<file path="config.mk">
export PLATFORM = sky130hd
export DESIGN_NAME = qtrs_terms
export DESIGN_NICKNAME = d
export VERILOG_FILES = /design/src/qtrs_pkg.sv /design/src/qtrs_terms.sv
export SDC_FILE = /design/constraint.sdc
export NUM_CORES = 1
export LEC_CHECK = 0
export BUFFER_PORTS_ARGS = -buffer_cell sky130_fd_sc_hd__buf_2
export CORE_AREA = 4 4 266 268
export DETAILED_ROUTE_END_ITERATION = 10
export DIE_AREA = 0 0 270 272
export GPL_ROUTABILITY_DRIVEN = 0
export HOLD_SLACK_MARGIN = 0.1
export PLACE_DENSITY = 0.62
export SETUP_SLACK_MARGIN = 0.3
export SYNTH_ARGS = -nofsm -noshare
export SYNTH_HDL_FRONTEND = slang
export SYNTH_SLANG_ARGS = --single-unit
</file>
<file path="constraint.sdc">
create_clock -name clk -period 5.65 [get_ports clk]
set_clock_uncertainty 0.1 [all_clocks]
set_input_delay 0.2825 -clock clk [delete_from_list [all_inputs] [get_ports clk]]
set_output_delay 0.2825 -clock clk [all_outputs]
set_load 0.05 [all_outputs]
</file>
<file path="src/qtrs_pkg.sv">
// ----------------------------------------------------------------------------
// qtrs_pkg
// Shared types and constants for the quaternion TRS model matrix pipeline.
// ----------------------------------------------------------------------------
package qtrs_pkg;

  // Field widths
  localparam int QUAT_W = 16;               // Q2.14 component
  localparam int FIX_W  = 32;               // Q16.16 value
  localparam int PROD_W = 2 * QUAT_W;       // exact component product
  localparam int TERM_W = PROD_W + 2;       // doubled sum of products, Q6.28
  localparam int LO_W   = TERM_W / 2;       // low slice of a term (unsigned)
  localparam int HI_W   = TERM_W - LO_W;    // high slice of a term (signed)
  localparam int PPH_W  = HI_W + FIX_W;     // high partial product
  localparam int PPL_W  = LO_W + 1 + FIX_W; // low partial product
  localparam int SUM_W  = PPH_W + LO_W;     // full term * scale, Q.44
  localparam int FRAC_SHIFT = 28;           // Q.44 -> Q16.16
  localparam int RND_W  = SUM_W - FRAC_SHIFT;

  // Row codes
  localparam logic [1:0] ROW_X   = 2'd0;
  localparam logic [1:0] ROW_Y   = 2'd1;
  localparam logic [1:0] ROW_Z   = 2'd2;
  localparam logic [1:0] ROW_POS = 2'd3;

  // Fixed-point constants
  localparam logic signed [FIX_W-1:0] FIX_ONE  = 32'sh0001_0000;
  localparam logic signed [FIX_W-1:0] FIX_MAX  = 32'sh7FFF_FFFF;
  localparam logic signed [FIX_W-1:0] FIX_MIN  = 32'sh8000_0000;
  localparam logic signed [SUM_W-1:0] RND_HALF = SUM_W'(1) <<< (FRAC_SHIFT - 1);

  // Per-row control and pass-through data that follows each beat
  typedef struct packed {
    logic [1:0]              row;
    logic signed [FIX_W-1:0] scl;
    logic signed [FIX_W-1:0] px;
    logic signed [FIX_W-1:0] py;
    logic signed [FIX_W-1:0] pz;
  } row_ctl_t;

  // All ten quaternion component products
  typedef struct packed {
    logic signed [PROD_W-1:0] xx;
    logic signed [PROD_W-1:0] yy;
    logic signed [PROD_W-1:0] zz;
    logic signed [PROD_W-1:0] ww;
    logic signed [PROD_W-1:0] xy;
    logic signed [PROD_W-1:0] xz;
    logic signed [PROD_W-1:0] yz;
    logic signed [PROD_W-1:0] xw;
    logic signed [PROD_W-1:0] yw;
    logic signed [PROD_W-1:0] zw;
  } quat_prod_t;

  // Three rotation terms of one row
  typedef struct packed {
    logic signed [TERM_W-1:0] t0;
    logic signed [TERM_W-1:0] t1;
    logic signed [TERM_W-1:0] t2;
  } row_terms_t;

endpackage

</file>
<file path="src/qtrs_terms.sv">
// ----------------------------------------------------------------------------
// qtrs_terms
// Forms the three rotation terms of a row (Q6.28) from the products.
// ----------------------------------------------------------------------------
module qtrs_terms (
  input  logic                 clk,
  input  logic                 rst,
  input  logic                 en,
  input  logic                 s1_valid,
  input  qtrs_pkg::row_ctl_t   s1_ctl,
  input  qtrs_pkg::quat_prod_t s1_prod,
  output logic                 s2_valid,
  output qtrs_pkg::row_ctl_t   s2_ctl,
  output qtrs_pkg::row_terms_t s2_terms
);
  import qtrs_pkg::*;

  logic signed [TERM_W-1:0] xx, yy, zz, ww, xy, xz, yz, xw, yw, zw;
  row_terms_t               terms_next;

  function automatic logic signed [TERM_W-1:0] ext(input logic signed [PROD_W-1:0] p);
    ext = {{(TERM_W-PROD_W){p[PROD_W-1]}}, p};
  endfunction

  // Sign-extend products to term width
  always_comb begin
    xx = ext(s1_prod.xx);
    yy = ext(s1_prod.yy);
    zz = ext(s1_prod.zz);
    ww = ext(s1_prod.ww);
    xy = ext(s1_prod.xy);
    xz = ext(s1_prod.xz);
    yz = ext(s1_prod.yz);
    xw = ext(s1_prod.xw);
    yw = ext(s1_prod.yw);
    zw = ext(s1_prod.zw);
  end

  // Row terms: diagonal is a signed sum of squares, off-diagonal doubled
  always_comb begin
    case (s1_ctl.row)
      ROW_X: begin
        terms_next.t0 = xx - yy - zz + ww;
        terms_next.t1 = (xy - zw) <<< 1;
        terms_next.t2 = (xz + yw) <<< 1;
      end
      ROW_Y: begin
        terms_next.t0 = (xy + zw) <<< 1;
        terms_next.t1 = yy - xx - zz + ww;
        terms_next.t2 = (yz - xw) <<< 1;
      end
      ROW_Z: begin
        terms_next.t0 = (xz - yw) <<< 1;
        terms_next.t1 = (yz + xw) <<< 1;
        terms_next.t2 = zz - xx - yy + ww;
      end
      default: begin
        terms_next = '0;
      end
    endcase
  end

  always_ff @(posedge clk) begin
    if (rst) begin
      s2_valid <= 1'b0;
    end else if (en) begin
      s2_valid <= s1_valid;
    end
  end

  always_ff @(posedge clk) begin
    if (en) begin
      s2_ctl   <= s1_ctl;
      s2_terms <= terms_next;
    end
  end

endmodule

</file>
==> impl_results.md <==
* DIE WIDTH at 270 um
* Pwr/cell area at around 310 mW/mm^2
* Power share of the combinational group at 59.3%
* CORE AREA at 0.06835 sq mm
* Number of synthesized flops with an enable pin at ~230
* Critical Path End Type: flip-flop
* FMAX at about 0.22 GHz
* Worst VDD drop at 0.2505 mV
* Num ports at between 600 and 700
* Pins Over Slew Limit at 0
* Largest fanout on the critical path at 4
* Cell variety after synth at between 80 and 90
* Design area at 0.03539 sq mm
* Worst-case reg-to-reg path depth at 3
* Syn nets at around 4,200
* Register area share after synthesis at 24.33%
* Synth Flop Type: edfxtp_1
* Final WL at 113,700 um
* Final Net Count at just under 5,000
* Leakage at 16.72 nW
* Longest Clk Path Bufs at 3
* GRT overflow at 0
* CTS buffer count at 31
* Via count at 27,350
* Hold EP: s2_terms[10]
* Fill count at around 6,700
* P&R area growth vs syn at 23.24%
* Initial Util at a little over two fifths
* Kind of critical path: in2reg
* Reg clk slew, reported paths at approximately 0.060 ns
* Hold_sp: en
* RSZ-0062 raised after global routing: false
* Post-Synthesis Cells at approximately 3,200
* Chip Height at about 270 um
* Worst Hold Class: in2reg
* Final Hold Fails at 0
* CP required at between 5 and 6 ns
* Internal at just under 6 mW
* Most frequent cells after synthesis: inv_1, ha_1, a21oi_1
* Number of global-route vias before repair at approximately 27,000
* Leading area contributor after synthesis: edfxtp_1
* Min Tclk post-route at 4.534 ns
* Synth Register Bits at 233
* Async S/R FF share, synth at 0%
* Routed WL per cell at between 20 and 25 um
* Worst reg-to-reg setup slack at 4.39 ns
* Max cap viols at 0
* Flop pwr share at a little over a fifth
* Num Clock Sinks at 233
* Measured slew at the worst slew-check pin at ~1.1 ns
* Clk_lat worst skew at about 0.6 ns
* Final period utilization at between 80 and 90%
* Endpoints failing setup at 0
* H-tree depth at 1
* Die ar. at between 0.07 and 0.08 sq mm
* Syn avg cell area at about 9 sq um
* Total negative slack at 0 ns
* Reg2reg end: s2_valid
* Area after DPL at 0.03293 sq mm
* Sw frac at between 40% and 50%
* Total global-route track usage at 29.54%
* Status: finished, final reports clean
* Hold Buf Count CTS at 135
* Vias/cell at ~5.6
* Postcts setup bufs at 0
* Drt drc at 0
* Layout cells sized above 1 at 19.54%
* Initial DRC count at 2,383
* RR Startpoint: s2_valid
* Count of antenna-violating nets left after detailed routing at 0
* Syn. warnings at 0
* Initial antenna violation count at 16
* CTS resizes at 0
* Root buffer selected by CTS: clkbuf_16
* Worst hold slack at roughly 0.14 ns
* Slew headroom at 23.21%
* Hold depth at 1
* P_sw at between 5 and 6 mW
* CTS tree: done
* Port bufs at around 690
* Post-synth top area share at roughly a quarter
* DR pass1 iterations at 5
* Count leader, synth: inv_1
* Clock Power Share at 19.6%
* CP arrival at ~4.8 ns
* Global-route wire length before repair at between 150,000 and 200,000 um
* HPWL Detailed at around 93,000 um
* Pin count of the biggest net entering global routing at 119
* CP Launch Type: primary input
* Syn Std Cell Area at 0.02872 sq mm
* Row cnt at 96
* Top cells by area, synth: edfxtp_1, fa_1, ha_1
layout make-up:
class	instances	area (sq um)	area share (%)
Clock inverter	23	289.0	0.8167
Multi-Input combinational cell	2365	19300	54.54
Timing Repair Buffer	839	4945	13.97
Clock buffer	35	790.8	2.235
Inverter	518	1944	5.494
Sequential cell	233	6987	19.74
Tap cell	882	1104	3.118
Antenna cell	11	27.53	0.07779
metrics by stage:
| stage | setup WS [ns] | util (%) | total power [mW] | instances |
|---|---|---|---|---|
| after CTS | 1.201 | 51.74 | 11.11 | 4895 |
| after floorplan | 1.256 | - | 6.718 | 3243 |
| after global placement | 0.6541 | 48.18 | 8.783 | 4702 |
| final | 1.116 | 51.78 | 11.11 | 4906 |
| after global routing | 0.8514 | 51.76 | 11.75 | 4901 |
| after detailed placement | 0.6478 | 48.18 | 8.802 | 4702 |
cell usage in the layout (no fill, tap or decap), types with 46 or more instances in the layout:
cell	instances
edfxtp_1	232
xnor2_1	180
nor2_1	206
xor2_1	49
dlygate4sd3_1	135
inv_1	509
nand2_1	146
o21ai_0	146
nand2b_1	46
o22ai_1	56
nor3_1	48
buf_2	684
fa_1	201
ha_1	294
o21bai_1	60
a21oi_1	293
a21o_1	82
worst max-delay path: stages:
cell           delay, ns
dlygate4sd3_1       0.53
buf_2               0.16
inv_1               0.13
fa_1                0.49
inv_1               0.08
ha_1                0.22
a21o_1              0.21
nand4_1             0.10
nand2_1             0.16
o311a_1             0.43
a2111oi_2           0.60
a21oi_1             0.27
a41oi_1             0.51
a21o_1              0.18
a21oi_1             0.05
or3_1               0.38
sequential cells by signal, summed over array words and instances (netlist names):
name,count
s2_terms,102
s2_ctl,130
s2_valid,1
cells by family (layout without fill, tap and decap cells):
family,count (synthesis),count (layout),share of synthesized area (%)
xor gates and xnor gates,229,229,6.985
adders and majority gates,495,495,26.82
muxes,20,20,0.7015
DFF,233,233,24.33
AOI/OAI and AO/OA,938,938,21.08
and+or+nand+nor,683,683,11.62
other,0,11,0
buffers and inverters,645,1415,8.462
power by group through the flow:
| stage | logic, mW | clock network (mW) | registers (mW) |
|---|---|---|---|
| floorplan | 3.62 | 0 | 3.09 |
| finish | 6.58 | 2.18 | 2.35 |
| global route | 7.10 | 2.28 | 2.37 |
| detailed placement | 6.43 | 0 | 2.37 |
| global placement | 6.40 | 0 | 2.38 |
| CTS | 6.54 | 2.22 | 2.34 |
metal layers:
metal	vias up	GRT usage [%]	part of all wire [%]
met4	10	12.14	4.9
li1	12780	-	-
met3	201	4.686	7.5
met5	-	0	0.051
met2	1196	51.11	48
met1	13160	36.88	39
worst max path at each step:
stage,startpoint,to,slack [ns]
after global routing,s1_prod[193],s2_terms[28],0.85
after detailed placement,s1_prod[195],s2_terms[63],0.65
after global placement,s1_prod[195],s2_terms[63],0.65
after CTS,s1_prod[193],s2_terms[28],1.20
after floorplan,s1_prod[224],s2_terms[88],1.26
final,s1_prod[193],s2_terms[63],1.12
No activity file was read; power rests on OpenSTA's default activity.
